File: config.mk
export PLATFORM = sky130hd
export DESIGN_NAME = catmull_rom_cdf_integrator_flat
export DESIGN_NICKNAME = d
export VERILOG_FILES = /design/src/hdl/crcdf_pkg.sv /design/src/hdl/crcdf_in_if.sv /design/src/hdl/crcdf_out_if.sv /design/src/hdl/crcdf_muldiv.sv /design/src/hdl/catmull_rom_cdf_integrator.sv /design/src/flat_wrapper.sv
export SDC_FILE = /design/constraint.sdc
export NUM_CORES = 2
export LEC_CHECK = 0
export ABC_AREA = 1
export ABC_CLOCK_PERIOD_IN_PS = 10060
export BUFFER_PORTS_ARGS = -buffer_cell sky130_fd_sc_hd__buf_2
export CORE_MARGIN = 4
export CORE_UTILIZATION = 40
export DETAILED_ROUTE_END_ITERATION = 8
export PLACE_DENSITY = 0.67
export SLEW_MARGIN = 20
export SYNTH_ARGS = -nofsm -noshare
export SYNTH_HDL_FRONTEND = slang
export SYNTH_SLANG_ARGS = --single-unit
export TNS_END_PERCENT = 100
File: constraint.sdc
create_clock -name i_clk -period 10.06 [get_ports i_clk]
set_input_delay 1.006 -clock i_clk [delete_from_list [all_inputs] [get_ports i_clk]]
set_output_delay 1.006 -clock i_clk [all_outputs]
set_load 0.05 [all_outputs]
File: src/hdl/crcdf_pkg.sv
`timescale 1ns / 1ps
// ----------------------------------------------------------------------------
// crcdf_pkg
// Shared constants and control types of the spline cdf integrator.
// ----------------------------------------------------------------------------
package crcdf_pkg;

    localparam int CDF_W      = 48;           // running integral, signed Q32.16
    localparam int SLOPE_QB   = 60;           // slope magnitude bits
    localparam int AREA_QB    = 47;           // segment area magnitude bits
    localparam int SLOPE_W    = SLOPE_QB + 1; // signed slope width
    localparam int INNER_W    = 63;           // signed width of the area bracket term
    localparam int AREA_DIV   = 12 * 65536;   // twelve, scaled back to Q16.16
    localparam int AREA_DIV_W = 20;

    localparam logic MODE_SLOPE = 1'b0;
    localparam logic MODE_AREA  = 1'b1;

    typedef struct packed {
        logic start;
        logic mode;
    } t_mdu_ctrl;

endpackage

File: src/hdl/crcdf_in_if.sv
`timescale 1ns / 1ps
// ----------------------------------------------------------------------------
// crcdf_in_if
// Node channel: position, function value and end-of-stream flag.
// ----------------------------------------------------------------------------
interface crcdf_in_if #(
    parameter int SAMPLE_WIDTH = 32
) ();
    logic                           valid;
    logic                           ready;
    logic signed [SAMPLE_WIDTH-1:0] sample_x;
    logic signed [SAMPLE_WIDTH-1:0] sample_f;
    logic                           last_node;

    modport source (output valid, output sample_x, output sample_f, output last_node,
                    input ready);
    modport sink   (input valid, input sample_x, input sample_f, input last_node,
                    output ready);
endinterface

File: src/hdl/crcdf_out_if.sv
`timescale 1ns / 1ps
// ----------------------------------------------------------------------------
// crcdf_out_if
// Result channel: cdf entry with last and spacing error flags.
// ----------------------------------------------------------------------------
interface crcdf_out_if
    import crcdf_pkg::*;
();
    logic                    valid;
    logic                    ready;
    logic signed [CDF_W-1:0] cdf_value;
    logic                    last_result;
    logic                    spacing_error;

    modport source (output valid, output cdf_value, output last_result,
                    output spacing_error, input ready);
    modport sink   (input valid, input cdf_value, input last_result,
                    input spacing_error, output ready);
endinterface

File: src/hdl/crcdf_muldiv.sv
`timescale 1ns / 1ps
// ----------------------------------------------------------------------------
// crcdf_muldiv
// Bit-serial round(a*b/d) with saturation: shift-add multiply one bit per
// cycle, then restoring division one quotient bit per cycle.
// ----------------------------------------------------------------------------
module crcdf_muldiv
    import crcdf_pkg::*;
#(
    parameter int SAMPLE_WIDTH = 32
) (
    input  logic                     i_clk,
    input  logic                     i_rst_n,
    input  t_mdu_ctrl                i_ctrl,
    input  logic signed [SAMPLE_WIDTH:0] i_a,
    input  logic signed [INNER_W-1:0]    i_b,
    input  logic signed [((SAMPLE_WIDTH > AREA_DIV_W) ? SAMPLE_WIDTH : AREA_DIV_W):0] i_d,
    output logic                     o_done,
    output logic signed [SLOPE_W-1:0] o_res
);

    localparam int AW    = SAMPLE_WIDTH;
    localparam int BW    = INNER_W - 1;
    localparam int PW    = AW + BW;
    localparam int NW    = PW + 1;
    localparam int DW    = (SAMPLE_WIDTH > AREA_DIV_W) ? SAMPLE_WIDTH : AREA_DIV_W;
    localparam int TW    = NW - AREA_QB;
    localparam int CMAX  = (AW > SLOPE_QB) ? AW : SLOPE_QB;
    localparam int CNT_W = $clog2(CMAX + 1);

    localparam logic [2:0] U_IDLE = 3'd0;
    localparam logic [2:0] U_MUL  = 3'd1;
    localparam logic [2:0] U_RND  = 3'd2;
    localparam logic [2:0] U_DIV  = 3'd3;
    localparam logic [2:0] U_FIN  = 3'd4;

    logic [2:0]          r_state;
    logic [CNT_W-1:0]    r_cnt;
    logic                r_mode;
    logic                r_neg;
    logic                r_ovf;
    logic [BW-1:0]       r_mb;
    logic [DW-1:0]       r_md;
    logic [PW-1:0]       r_p;
    logic [DW-1:0]       r_rem;
    logic [SLOPE_QB-1:0] r_nlo;
    logic [SLOPE_QB-1:0] r_q;
    logic                r_done;
    logic signed [SLOPE_W-1:0] r_res;

    logic [AW:0]         a_u, a_abs;
    logic [INNER_W-1:0]  b_u, b_abs;
    logic [DW:0]         d_u, d_abs;
    logic [BW:0]         m_sum;
    logic [PW-1:0]       n_p;
    logic [NW-1:0]       n_full;
    logic [TW-1:0]       n_top;
    logic                n_ovf;
    logic [SLOPE_QB-1:0] n_nlo;
    logic [DW:0]         rem2, rem_diff;
    logic                q_bit;
    logic [SLOPE_QB-1:0] lim, mag;

    assign a_u   = i_a;
    assign b_u   = i_b;
    assign d_u   = i_d;
    assign a_abs = a_u[AW] ? (~a_u + 1'b1) : a_u;
    assign b_abs = b_u[INNER_W-1] ? (~b_u + 1'b1) : b_u;
    assign d_abs = d_u[DW] ? (~d_u + 1'b1) : d_u;

    // multiply step, lsb of the multiplier sits at r_p[0]
    assign m_sum = {1'b0, r_p[PW-1:AW]} + (r_p[0] ? {1'b0, r_mb} : {(BW+1){1'b0}});
    assign n_p   = {m_sum, r_p[AW-1:1]};

    // add half the divisor for round to nearest, then check for quotient overflow
    assign n_full = {1'b0, r_p} + {{(NW-DW+1){1'b0}}, r_md[DW-1:1]};
    assign n_top  = (r_mode == MODE_AREA) ? n_full[NW-1:AREA_QB]
                  : {{(SLOPE_QB-AREA_QB){1'b0}}, n_full[NW-1:SLOPE_QB]};
    assign n_ovf  = n_top >= {{(TW-DW){1'b0}}, r_md};
    assign n_nlo  = (r_mode == MODE_AREA)
                  ? {n_full[AREA_QB-1:0], {(SLOPE_QB-AREA_QB){1'b0}}}
                  : n_full[SLOPE_QB-1:0];

    assign rem2     = {r_rem, r_nlo[SLOPE_QB-1]};
    assign rem_diff = rem2 - {1'b0, r_md};
    assign q_bit    = rem2 >= {1'b0, r_md};

    assign lim = (r_mode == MODE_AREA) ? {{(SLOPE_QB-AREA_QB){1'b0}}, {AREA_QB{1'b1}}}
                                       : {SLOPE_QB{1'b1}};
    assign mag = r_ovf ? lim : r_q;

    always_ff @(posedge i_clk) begin
        if (!i_rst_n) begin
            r_state <= U_IDLE;
            r_done  <= 1'b0;
        end else begin
            r_done <= 1'b0;
            unique case (r_state)
                U_IDLE: begin
                    if (i_ctrl.start) begin
                        r_mode  <= i_ctrl.mode;
                        r_neg   <= a_u[AW] ^ b_u[INNER_W-1] ^ d_u[DW];
                        r_mb    <= b_abs[BW-1:0];
                        r_md    <= d_abs[DW-1:0];
                        r_p     <= {{BW{1'b0}}, a_abs[AW-1:0]};
                        r_cnt   <= CNT_W'(AW);
                        r_state <= U_MUL;
                    end
                end
                U_MUL: begin
                    r_p   <= n_p;
                    r_cnt <= r_cnt - 1'b1;
                    if (r_cnt == CNT_W'(1)) begin
                        r_state <= U_RND;
                    end
                end
                U_RND: begin
                    r_rem   <= n_top[DW-1:0];
                    r_nlo   <= n_nlo;
                    r_q     <= '0;
                    r_ovf   <= n_ovf;
                    r_cnt   <= (r_mode == MODE_AREA) ? CNT_W'(AREA_QB) : CNT_W'(SLOPE_QB);
                    r_state <= n_ovf ? U_FIN : U_DIV;
                end
                U_DIV: begin
                    r_rem <= q_bit ? rem_diff[DW-1:0] : rem2[DW-1:0];
                    r_q   <= {r_q[SLOPE_QB-2:0], q_bit};
                    r_nlo <= {r_nlo[SLOPE_QB-2:0], 1'b0};
                    r_cnt <= r_cnt - 1'b1;
                    if (r_cnt == CNT_W'(1)) begin
                        r_state <= U_FIN;
                    end
                end
                U_FIN: begin
                    r_res   <= r_neg ? -$signed({1'b0, mag}) : $signed({1'b0, mag});
                    r_done  <= 1'b1;
                    r_state <= U_IDLE;
                end
                default: begin
                    r_state <= U_IDLE;
                end
            endcase
        end
    end

    assign o_done = r_done;
    assign o_res  = r_res;

endmodule

File: src/hdl/catmull_rom_cdf_integrator.sv
`timescale 1ns / 1ps
// ----------------------------------------------------------------------------
// catmull_rom_cdf_integrator
// Streaming Catmull-Rom spline integrator producing a cumulative table.
// ----------------------------------------------------------------------------
// Nodes (x, f) in signed Q16.16 come in on i_node; the block keeps the last
// three nodes and a saturating Q32.16 running integral, and returns one cdf
// entry per spline segment on o_cdf (0 for the first node, the last node also
// closes the final segment and resets the stream). All segment arithmetic runs
// on one shared bit-serial multiply/divide unit, so one node is taken at a
// time. A segment needs up to two central slopes and one area on the unit, and
// a last node that closes two segments runs them one after the other; the first
// node of a stream, and a second node that is not the last, bypass the unit.
// A result waiting in the output register does not hold off the next node.
// ----------------------------------------------------------------------------
module catmull_rom_cdf_integrator
    import crcdf_pkg::*;
#(
    parameter int SAMPLE_WIDTH = 32
) (
    input  logic         i_clk,
    input  logic         i_rst_n,
    crcdf_in_if.sink     i_node,
    crcdf_out_if.source  o_cdf
);

    localparam int SW = SAMPLE_WIDTH;
    localparam int DW = (SAMPLE_WIDTH > AREA_DIV_W) ? SAMPLE_WIDTH : AREA_DIV_W;

    localparam logic [2:0] S_IDLE = 3'd0;
    localparam logic [2:0] S_D0   = 3'd1;
    localparam logic [2:0] S_D1   = 3'd2;
    localparam logic [2:0] S_AREA = 3'd3;
    localparam logic [2:0] S_EMIT = 3'd4;
    localparam logic [2:0] S_UPD  = 3'd5;

    logic [2:0]               r_state;
    logic signed [SW-1:0]     r_xc, r_fc;
    logic                     r_last;
    logic [1:0]               r_k;
    logic                     r_seg;      // 0: segment ending at newest stored node
    logic                     r_err;
    logic                     r_issued;
    logic signed [SLOPE_W-1:0] r_d0, r_d1;
    logic signed [CDF_W-1:0]  r_acc;
    logic signed [SW-1:0]     r_wx [3];
    logic signed [SW-1:0]     r_wf [3];
    logic [1:0]               r_cnt;
    logic                     r_ov;
    logic signed [CDF_W-1:0]  r_ocdf;
    logic                     r_olast;
    logic                     r_oerr;

    logic signed [SW-1:0]     xm, fm, x0, f0, x1, f1;
    logic                     hm, hp;
    logic signed [SW:0]       w, df, dfm, dxm, dfp, dxp;
    logic signed [63:0]       fsum, inner64;
    logic signed [INNER_W-1:0] b_sel;
    logic signed [DW:0]       d_sel;
    t_mdu_ctrl                mdu_ctrl;
    logic                     mdu_done;
    logic signed [SLOPE_W-1:0] mdu_res;
    logic signed [CDF_W-1:0]  area;
    logic signed [CDF_W:0]    acc_sum;
    logic signed [CDF_W-1:0]  n_acc;
    logic                     in_fire, slot_free, emit_last;

    // operands of the segment under work
    assign xm = r_seg ? r_wx[1] : r_wx[2];
    assign fm = r_seg ? r_wf[1] : r_wf[2];
    assign x0 = r_seg ? r_wx[0] : r_wx[1];
    assign f0 = r_seg ? r_wf[0] : r_wf[1];
    assign x1 = r_seg ? r_xc    : r_wx[0];
    assign f1 = r_seg ? r_fc    : r_wf[0];
    assign hm = r_seg ? r_k[1] : (r_k == 2'd3);
    assign hp = ~r_seg;

    assign w   = {x1[SW-1], x1} - {x0[SW-1], x0};
    assign df  = {f1[SW-1], f1} - {f0[SW-1], f0};
    assign dfm = {f1[SW-1], f1} - {fm[SW-1], fm};
    assign dxm = {x1[SW-1], x1} - {xm[SW-1], xm};
    assign dfp = {r_fc[SW-1], r_fc} - {f0[SW-1], f0};
    assign dxp = {r_xc[SW-1], r_xc} - {x0[SW-1], x0};

    // 6*(f0+f1) + d0 - d1
    assign fsum    = 64'(f0) + 64'(f1);
    assign inner64 = (fsum <<< 2) + (fsum <<< 1) + 64'(r_d0) - 64'(r_d1);

    always_comb begin
        b_sel = INNER_W'(inner64[INNER_W-1:0]);
        d_sel = (DW+1)'(AREA_DIV);
        mdu_ctrl.mode  = MODE_AREA;
        mdu_ctrl.start = 1'b0;
        unique case (r_state)
            S_D0: begin
                b_sel = INNER_W'(dfm);
                d_sel = (DW+1)'(dxm);
                mdu_ctrl.mode  = MODE_SLOPE;
                mdu_ctrl.start = !r_issued && hm && (dxm != '0);
            end
            S_D1: begin
                b_sel = INNER_W'(dfp);
                d_sel = (DW+1)'(dxp);
                mdu_ctrl.mode  = MODE_SLOPE;
                mdu_ctrl.start = !r_issued && hp && (dxp != '0);
            end
            S_AREA: begin
                mdu_ctrl.start = !r_issued;
            end
            default: begin
            end
        endcase
    end

    crcdf_muldiv #(
        .SAMPLE_WIDTH (SAMPLE_WIDTH)
    ) u_muldiv (
        .i_clk   (i_clk),
        .i_rst_n (i_rst_n),
        .i_ctrl  (mdu_ctrl),
        .i_a     (w),
        .i_b     (b_sel),
        .i_d     (d_sel),
        .o_done  (mdu_done),
        .o_res   (mdu_res)
    );

    // saturating accumulate of the segment area
    assign area    = mdu_res[CDF_W-1:0];
    assign acc_sum = (CDF_W+1)'(r_acc) + (CDF_W+1)'(area);
    assign n_acc   = (acc_sum[CDF_W] != acc_sum[CDF_W-1])
                   ? (acc_sum[CDF_W] ? {1'b1, {(CDF_W-1){1'b0}}} : {1'b0, {(CDF_W-1){1'b1}}})
                   : acc_sum[CDF_W-1:0];

    assign i_node.ready = (r_state == S_IDLE);
    assign in_fire      = i_node.valid && (r_state == S_IDLE);
    assign slot_free    = !r_ov || o_cdf.ready;
    assign emit_last    = (r_k == 2'd0) ? r_last : r_seg;

    always_ff @(posedge i_clk) begin
        if (!i_rst_n) begin
            r_state  <= S_IDLE;
            r_issued <= 1'b0;
            r_cnt    <= 2'd0;
            r_acc    <= '0;
            r_ov     <= 1'b0;
            for (int i = 0; i < 3; i++) begin
                r_wx[i] <= '0;
                r_wf[i] <= '0;
            end
        end else begin
            if (o_cdf.ready) begin
                r_ov <= 1'b0;
            end
            unique case (r_state)
                S_IDLE: begin
                    if (in_fire) begin
                        r_xc     <= i_node.sample_x;
                        r_fc     <= i_node.sample_f;
                        r_last   <= i_node.last_node;
                        r_k      <= r_cnt;
                        r_seg    <= (r_cnt == 2'd1);
                        r_err    <= 1'b0;
                        r_issued <= 1'b0;
                        if (r_cnt == 2'd0) begin
                            r_acc   <= '0;
                            r_state <= S_EMIT;
                        end else if (r_cnt == 2'd1 && !i_node.last_node) begin
                            r_state <= S_UPD;
                        end else begin
                            r_state <= S_D0;
                        end
                    end
                end
                S_D0: begin
                    if (!hm) begin
                        r_d0    <= SLOPE_W'(df);
                        r_state <= S_D1;
                    end else if (dxm == '0) begin
                        r_d0    <= '0;
                        r_err   <= 1'b1;
                        r_state <= S_D1;
                    end else if (!r_issued) begin
                        r_issued <= 1'b1;
                    end else if (mdu_done) begin
                        r_d0     <= mdu_res;
                        r_issued <= 1'b0;
                        r_state  <= S_D1;
                    end
                end
                S_D1: begin
                    if (!hp) begin
                        r_d1    <= SLOPE_W'(df);
                        r_state <= S_AREA;
                    end else if (dxp == '0) begin
                        r_d1    <= '0;
                        r_err   <= 1'b1;
                        r_state <= S_AREA;
                    end else if (!r_issued) begin
                        r_issued <= 1'b1;
                    end else if (mdu_done) begin
                        r_d1     <= mdu_res;
                        r_issued <= 1'b0;
                        r_state  <= S_AREA;
                    end
                end
                S_AREA: begin
                    if (!r_issued) begin
                        r_issued <= 1'b1;
                    end else if (mdu_done) begin
                        r_acc    <= n_acc;
                        r_issued <= 1'b0;
                        r_state  <= S_EMIT;
                    end
                end
                S_EMIT: begin
                    if (slot_free) begin
                        r_ov    <= 1'b1;
                        r_ocdf  <= r_acc;
                        r_olast <= emit_last;
                        r_oerr  <= r_err;
                        // a last node also closes the segment ending at itself
                        if (r_k != 2'd0 && !r_seg && r_last) begin
                            r_seg   <= 1'b1;
                            r_err   <= 1'b0;
                            r_state <= S_D0;
                        end else begin
                            r_state <= S_UPD;
                        end
                    end
                end
                S_UPD: begin
                    if (r_last) begin
                        r_cnt <= 2'd0;
                        r_acc <= '0;
                        for (int i = 0; i < 3; i++) begin
                            r_wx[i] <= '0;
                            r_wf[i] <= '0;
                        end
                    end else begin
                        r_wx[2] <= r_wx[1];
                        r_wf[2] <= r_wf[1];
                        r_wx[1] <= r_wx[0];
                        r_wf[1] <= r_wf[0];
                        r_wx[0] <= r_xc;
                        r_wf[0] <= r_fc;
                        if (r_cnt != 2'd3) begin
                            r_cnt <= r_cnt + 2'd1;
                        end
                    end
                    r_state <= S_IDLE;
                end
                default: begin
                    r_state <= S_IDLE;
                end
            endcase
        end
    end

    assign o_cdf.valid         = r_ov;
    assign o_cdf.cdf_value     = r_ocdf;
    assign o_cdf.last_result   = r_olast;
    assign o_cdf.spacing_error = r_oerr;

endmodule
File: src/flat_wrapper.sv
// flat-port wrapper written by rule: the top's interface ports become plain ports
module catmull_rom_cdf_integrator_flat import crcdf_pkg::*;
#(
    parameter int SAMPLE_WIDTH = 32
)
  (i_clk, i_rst_n, i_node_valid, i_node_sample_x, i_node_sample_f, i_node_last_node, i_node_ready, o_cdf_valid, o_cdf_cdf_value, o_cdf_last_result, o_cdf_spacing_error, o_cdf_ready);
  crcdf_in_if #(.SAMPLE_WIDTH(SAMPLE_WIDTH)) i_node_i ();
  crcdf_out_if o_cdf_i ();
  input  logic i_clk;
  input  logic i_rst_n;
  input wire logic [$bits(i_node_i.valid)-1:0] i_node_valid;
  input wire logic [$bits(i_node_i.sample_x)-1:0] i_node_sample_x;
  input wire logic [$bits(i_node_i.sample_f)-1:0] i_node_sample_f;
  input wire logic [$bits(i_node_i.last_node)-1:0] i_node_last_node;
  output wire logic [$bits(i_node_i.ready)-1:0] i_node_ready;
  output wire logic [$bits(o_cdf_i.valid)-1:0] o_cdf_valid;
  output wire logic [$bits(o_cdf_i.cdf_value)-1:0] o_cdf_cdf_value;
  output wire logic [$bits(o_cdf_i.last_result)-1:0] o_cdf_last_result;
  output wire logic [$bits(o_cdf_i.spacing_error)-1:0] o_cdf_spacing_error;
  input wire logic [$bits(o_cdf_i.ready)-1:0] o_cdf_ready;
  assign i_node_i.valid = i_node_valid;
  assign i_node_i.sample_x = i_node_sample_x;
  assign i_node_i.sample_f = i_node_sample_f;
  assign i_node_i.last_node = i_node_last_node;
  assign i_node_ready = i_node_i.ready;
  assign o_cdf_valid = o_cdf_i.valid;
  assign o_cdf_cdf_value = o_cdf_i.cdf_value;
  assign o_cdf_last_result = o_cdf_i.last_result;
  assign o_cdf_spacing_error = o_cdf_i.spacing_error;
  assign o_cdf_i.ready = o_cdf_ready;
  catmull_rom_cdf_integrator #(.SAMPLE_WIDTH(SAMPLE_WIDTH)) u_core (.i_clk(i_clk), .i_rst_n(i_rst_n), .i_node(i_node_i), .o_cdf(o_cdf_i));
endmodule
Yosys cells after proc, flatten, opt, wreduce, memory -nomap -nowiden
Memory sizes are Yosys's and may differ from the RTL's.
Cells that the tools add are included.
- bits in registers: 710
- latch bits: 0
- memory bits (writable): 192
- bits in read-only memories: 0
- input bits: 69
- output and inout port bits: 52
- logic and storage cells: 270
- memories: 2
- add/sub/neg operators: 20
- $mul: 0
- divide/modulo/power cells: 0
- $lt $le $gt $ge: 2
- equality and inequality tests: 36
- shifts and indexed selects: 0
- mux-type cells: 111
- bitwise gates (word level): 18
- reduce and logical (&&, ||, !) cells: 51
- memory list (name ; depth ; bits a word ; read ports ; clocked after memory_dff ; write ports ; line ; source):
    u_core.r_wf ; 3 ; 32 ; 3 ; 0 ; 3 ; catmull_rom_cdf_integrator.sv:47 ; logic signed [SW-1:0] r_wf [3];
    u_core.r_wx ; 3 ; 32 ; 3 ; 0 ; 3 ; catmull_rom_cdf_integrator.sv:46 ; logic signed [SW-1:0] r_wx [3];
- operator list (cell ; count):
    $mux W32 ; 21
    $mux W48 ; 8
    $mux W61 ; 6
    $mux W60 ; 4
    $pmux W60 S2 ; 2
    $sub A32 B32 Y33 ; 6
    $pmux W94 S2 ; 1
    $pmux W48 S3 ; 1
    $pmux W63 S2 ; 1
    $mux W62 ; 2
    $add A94 B31 Y95 ; 1
    $mux W94 ; 1
    $logic_not A33 Y1 ; 2
    $pmux W33 S2 ; 1
    $reduce_bool A33 Y1 ; 2
    $add A32 B1 Y32 const B ; 2
    $not A32 Y32 ; 2
    $pmux W32 S2 ; 1
    $add A62 B62 Y63 ; 1
    $add A63 B61 Y63 ; 1
    $sub A63 B61 Y63 ; 1
    $add A62 B1 Y62 const B ; 1
    $not A62 Y62 ; 1
    $neg A60 Y61 ; 1
    53 further kinds ; 168

Logic depth before layout (Yosys ltp)
An unclocked memory read counts as a cell.
- depth in word-level cells: 10
- mapped depth: 57
- gate-level depth less buffers: 54

Modules after synthesis
Synthesis repeated with hierarchy kept, for this count alone.
- cells, all modules: 10660
- area, all modules: 77474.3 um2
- modules (own cells, without submodules) (module ; times used ; cells an instance ; area an instance (um2) ; seq. area each (um2)):
    catmull_rom_cdf_integrator ; 1 ; 6334 ; 45100.8 ; 14103.5
    crcdf_muldiv ; 1 ; 4326 ; 32373.5 ; 12391.9

Least setup slack after synthesis
OpenSTA, ideal clock, no wires.
- path kind: register -> register
- start: register u_core.u_muldiv.r_state[0]
- end: register u_core.u_muldiv.r_p[0] (enable)
- library setup time: 677 ps
- arrival: 7953 ps
- data required time: 9383 ps
- setup slack: 1431 ps
- cell stages (with the launch flop): 8
- buffers on the path: 1
- period minus slack after synthesis: 8629 ps
- cell sequence: dfxtp_1 > inv_1 > nor2_1 > inv_1 > nor2_1 > clkinv_1 > clkbuf_1 > o21ai_0
- cells in the longest elaborated chain, start to end: 3
- elaborated cells between the ends (all ways): 5
- classes of those cells: 2 x eq/ne; 3 x reduce/logical
- ends and longest elaborated chain (item ; line ; source):
    start, declared ; crcdf_muldiv.sv:37 ; logic [2:0] r_state;
    start signal, assigned ; crcdf_muldiv.sv:123 ; r_state <= n_ovf ? U_FIN : U_DIV;
    $eq A3 B1 Y1 or $logic_not A3 Y1 (tied branches) ; crcdf_muldiv.sv:98 ; unique case (r_state)
    $reduce_bool A2 Y1 (no line) or $ne A2 B1 Y1 (tied branches) ; -- ;
    $reduce_and A3 Y1 (no line) (*) ; -- ;
    end signal, assigned ; crcdf_muldiv.sv:105 ; r_p <= {{BW{1'b0}}, a_abs[AW-1:0]};
    end signal, assigned ; crcdf_muldiv.sv:111 ; r_p <= n_p;
    end, declared ; crcdf_muldiv.sv:44 ; logic [PW-1:0] r_p;
Every way passes the cells marked *; elsewhere a longest branch is shown, timed or not.
A chain may end at the register's enable or synchronous reset.

Worst setup path in the final report
- start: register u_core.r_seg
- end: register u_core.u_muldiv.r_mb[55], data pin
- cells in the longest elaborated chain, start to end: 9
- elaborated cells between the ends (all ways): 13
- classes of those cells: 7 x add/sub; 5 x mux; 1 x bitwise
- ends and longest elaborated chain (item ; line ; source):
    start, declared ; catmull_rom_cdf_integrator.sv:41 ; logic r_seg;
    start signal, assigned ; catmull_rom_cdf_integrator.sv:162 ; r_seg <= (r_cnt == 2'd1);
    $mux W32 (on tied branches) ; catmull_rom_cdf_integrator.sv:72, catmull_rom_cdf_integrator.sv:74 ;
    $add A32 B32 Y33 ; catmull_rom_cdf_integrator.sv:86 ; assign fsum = 64'(f0) + 64'(f1);
    $add A35 B34 Y36 ; catmull_rom_cdf_integrator.sv:87 ; assign inner64 = (fsum <<< 2) + (fsum <<< 1) + 64'(r_d0) - 64'(r_d1);
    $add A63 B61 Y63 ; catmull_rom_cdf_integrator.sv:87 ;
    $sub A63 B61 Y63 ; catmull_rom_cdf_integrator.sv:87 ;
    $pmux W63 S2 (*) ; catmull_rom_cdf_integrator.sv:94 ; unique case (r_state)
    $not A62 Y62 ; crcdf_muldiv.sv:68 ; assign b_abs = b_u[INNER_W-1] ? (~b_u + 1'b1) : b_u;
    $add A62 B1 Y62 ; crcdf_muldiv.sv:68 ;
    $mux W62 (*) ; crcdf_muldiv.sv:68 ;
    net u_core.u_muldiv.b_abs[55] ; crcdf_muldiv.sv:52 ; logic [INNER_W-1:0] b_u, b_abs;
    end signal, assigned ; crcdf_muldiv.sv:103 ; r_mb <= b_abs[BW-1:0];
    end, declared ; crcdf_muldiv.sv:42 ; logic [BW-1:0] r_mb;
The timed path passes the listed nets; every way through them passes the cells marked *.

==> impl.org <==
** Synth
- The synthesized design contains roughly 900 register bits.
- Area share of xor/xnor cells in the synthesized design :: 0.0438
- Synth warn :: 0
- Post-synthesis instance total :: around 12000
- Most numerous cell types in the synthesized netlist :: nand2_1, inv_1, nor2_1
- Net count after synthesis :: roughly 13000
- In this run, synthesis inferred approximately 840 flip-flops with an integrated enable.
- Largest family of logic cells by synthesized area :: simple AND/OR/NAND/NOR gates
- Simple-gate area share of the yosys netlist :: 0.306
- After synthesis, the share of flip-flops with an asynchronous set or reset is 0.
- Share of synthesized cell area in full adder, half adder and majority cells :: 0.0990
- Dividing the synthesized area by the synthesized cell count gives around 6.8 µm².
- Post-synthesis instance area :: a little over 80000 µm²
- Share of Yosys cell area claimed by the top area cell type :: 0.309
- Of the synthesized area, sequential elements account for 0.323.
- Compound-Gate Fraction of Synth Area :: 0.119
- After synthesis, the share of cell area in mux cells is 0.000976.
- Top post-synthesis cells by area :: edfxtp_1, nand2_1, inv_1, ha_1, nor2_1
- The netlist uses 67 different library cells.
- edfxtp_1 takes more of the synthesized area than any other cell.
- Among all cell types in the netlist, the one instantiated most often is nand2_1.
- In the synthesized netlist the dominant register cell turns out to be edfxtp_1.

** Final layout
- Final std cell area, no fill :: approximately 89000 µm²
- Relative to the synthesized area, the layout overhead comes to 9.06%.
- Excluding fillers, the count of instances in the completed layout stands at between 10000 and 15000.
- Number of filler instances in the final layout :: 21416
- Fraction of layout cells with a size suffix above 1 :: 0.0425
- After the last flow step, the layout net total stands at about 13000.

** Critical path
- Setup slack on the worst reg-to-reg path comes out at 0.72 ns.
- Worst path max stage delay :: between 0.9 and 1 ns
- Most frequent CP cell :: nand2_1
- At the worst endpoint, the arrival time is slightly below 10 ns.
- The worst setup path is launched from a flop.
- Of all nets on the critical path, the largest fanout is 101.
- The number of buffers and inverters on the critical path is 4.
- Element type at the critical path end :: flop
- Critical path class :: flop to flop
- On the critical path the largest part of the delay comes from compound AO/OA/AOI/OAI gates.
- Data on the critical path is required at its endpoint by ~11 ns.
- The slowest stage of the critical path belongs to the cell o21ai_0.

** Floorplan
- For this configuration, the core starts out at a cell density of 0.404.
- Measured along the x axis, the die boundary spans ~460 µm.
- Die Footprint :: between 200000 and 250000 µm²
- Core Rows :: between 150 and 200
- Io pins :: 121
- Area inside the core boundary :: around 200000 µm²
- Vert. Die Dim :: 461 µm

** GRT
- Entering global routing, the biggest net connects around 120 pins.
- For this run the aggregate overflow at the end of global routing stands at 0.
- In the global route stage, overall resource usage came out at 0.279.
- The first global-routing pass estimated between 400000 and 500000 µm of wire.
- Initial antenna violation count :: 6
- Via count of the first global-routing pass :: 73630

** STA
- The final-report max-slew violation count came to 0.
- Final hold analysis gives a worst-case slack of 0.385 ns.
- Total negative slack for setup checks :: 0 ns
- Clock skew :: 0.0701 ns
- At the pin with the least slew margin, the transition time is 1.31 ns.
- Timing would allow up to between 0.1 and 0.15 GHz.
- RSZ-0062 raised after global routing :: no
- Number of endpoints failing setup at the final stage :: 0
- In the finished design, the share of the clock period the worst path needs comes to 0.928.
- Slew HR :: 0.118
- Subtracting the final worst setup slack from the clock period gives between 9 and 10 ns.
- Final-report hold violation count :: 0

** Placement
- Once placement finished, the instance area stood at 85600 µm².
- Final estimated routing congestion in global placement :: 1.02
- Placed wire-length estimate after detailed placement :: 250000 µm
- After detailed placement, the design holds a cell count of approximately 15000.
- During placement, the flow inserted port buffers numbering 120.

** Run status
- Outcome :: finished, final reports clean

** Clock tree
- Clock-pin slew was measured on the worst setup and hold paths at around 0.07 ns.
- Buffers inserted during clock tree synthesis total approximately 110.
- Number of buffers inserted for hold repair after clock tree synthesis :: 0
- Worst-case clock buffer depth :: 3
- Clock Sinks :: between 900 and 1000
- Clock insertion delay at the later pin of the skew report :: 0.80 ns
- The H-tree was split into 3 levels.
- CTS tree :: yes
- CTS Root Cell :: clkbuf_16

** Drt
- Violation count after the first detailed-routing iteration :: between 9000 and 10000
- In the routed design, unresolved DRC markers number 0.
- Routed wire length per instance :: 20.4 µm
- Routed Wire Length :: 304000 µm
- The detail route stage leaves a number of antenna-violating nets equal to 0.
- Dividing the detail-routed via count by the number of cells gives 5.37.
- Summing over every cut layer, the via total after detailed routing is between 80000 and 90000.
- The pre-antenna-repair detailed-routing pass consisted of 8 iterations.

** Min path
- Type of the worst min-delay path :: input pin to flop

** Job
- Number of violations of the max-capacitance limit :: 0
## state kept, by name, indices dropped and copies added (netlist names), 48 cells and up
register,count
u_core.r_d1,61
u_core.r_wx,96
u_core.u_muldiv.r_nlo,60
u_core.r_d0,61
u_core.r_acc,48
u_core.u_muldiv.r_q,60
u_core.u_muldiv.o_res,61
u_core.o_cdf.cdf_value,48
u_core.u_muldiv.r_mb,62
u_core.u_muldiv.r_p,94
u_core.r_wf,96
## metal layers
layer / track usage / routed length, µm / vias to the layer above
li1: - / - / 39334
met1: 0.397 / 137000 / 37206
met2: 0.431 / 131000 / 3099
met3: 0.0396 / 24300 / 529
met4: 0.0994 / 12500 / 4
met5: 0 / 27 / -
## layout by cell type, fill, tap and decap left out, drive strengths merged, types with 73 or more instances in the layout
| cell | count |
|---|---|
| nand2 | 3414 |
| inv | 2084 |
| nor2 | 1468 |
| edfxtp | 843 |
| nand3 | 733 |
| o21ai | 699 |
| a21oi | 676 |
| ha | 532 |
| xor2 | 250 |
| buf | 205 |
| nand4 | 174 |
| xnor2 | 160 |
| nor3 | 148 |
| clkbuf | 124 |
| nand3b | 78 |
| fa | 73 |
## stage by stage
stage	worst slack, ns	utilization
final	0.723	0.440
after detailed placement	0.816	0.422
after global placement	0.928	0.422
after global routing	0.0375	0.440
after CTS	0.797	0.440
after floorplan	1.43	-
## cell type report
| cell class | count | area, µm² | share of cell area |
|---|---|---|---|
| timing repair buffer | 205 | 1260 | 0.0141 |
| clock inverter | 79 | 921 | 0.0103 |
| multi-input combinational | 8858 | 46700 | 0.523 |
| antenna | 3 | 7.51 | 0.0000839 |
| tap | 2672 | 3340 | 0.0374 |
| sequential | 902 | 26500 | 0.296 |
| clock buffer | 124 | 2860 | 0.0320 |
| inverter | 2077 | 7800 | 0.0873 |
## cells by family after synthesis
family | Yosys count
flip-flops | 902
buffers and inverters | 2336
XOR/XNOR | 410
adder cells (fa/ha/maj) | 605
multiplexers | 8
AO/OA/AOI/OAI | 1752
AND/OR/NAND/NOR | 6083
## what timing repair did
item / 4_1_cts / 5_1_grt
endpoints found under the setup margin: 0 / 27
endpoints found under the hold margin: 0 / 0
buffers inserted: 0 / 2
gates resized for setup: 0 / 1
## worst paths after layout
kind         depth (start not counted)                       start                                   end
max                                 43  u_core.r_seg$_SDFFCE_PP1P_    u_core.u_muldiv.r_mb[55]$_DFFE_PP_
min                                  1          i_node_sample_x[6]              u_core.r_xc[6]$_DFFE_PP_
max reg2reg                         43  u_core.r_seg$_SDFFCE_PP1P_    u_core.u_muldiv.r_mb[55]$_DFFE_PP_
min reg2reg                          0      u_core.r_err$_DFFE_PP_  u_core.o_cdf.spacing_error$_DFFE_PP_
Power is not shown: default switching activity piles up to over one toggle a cycle in this logic, so the estimate is an artifact.
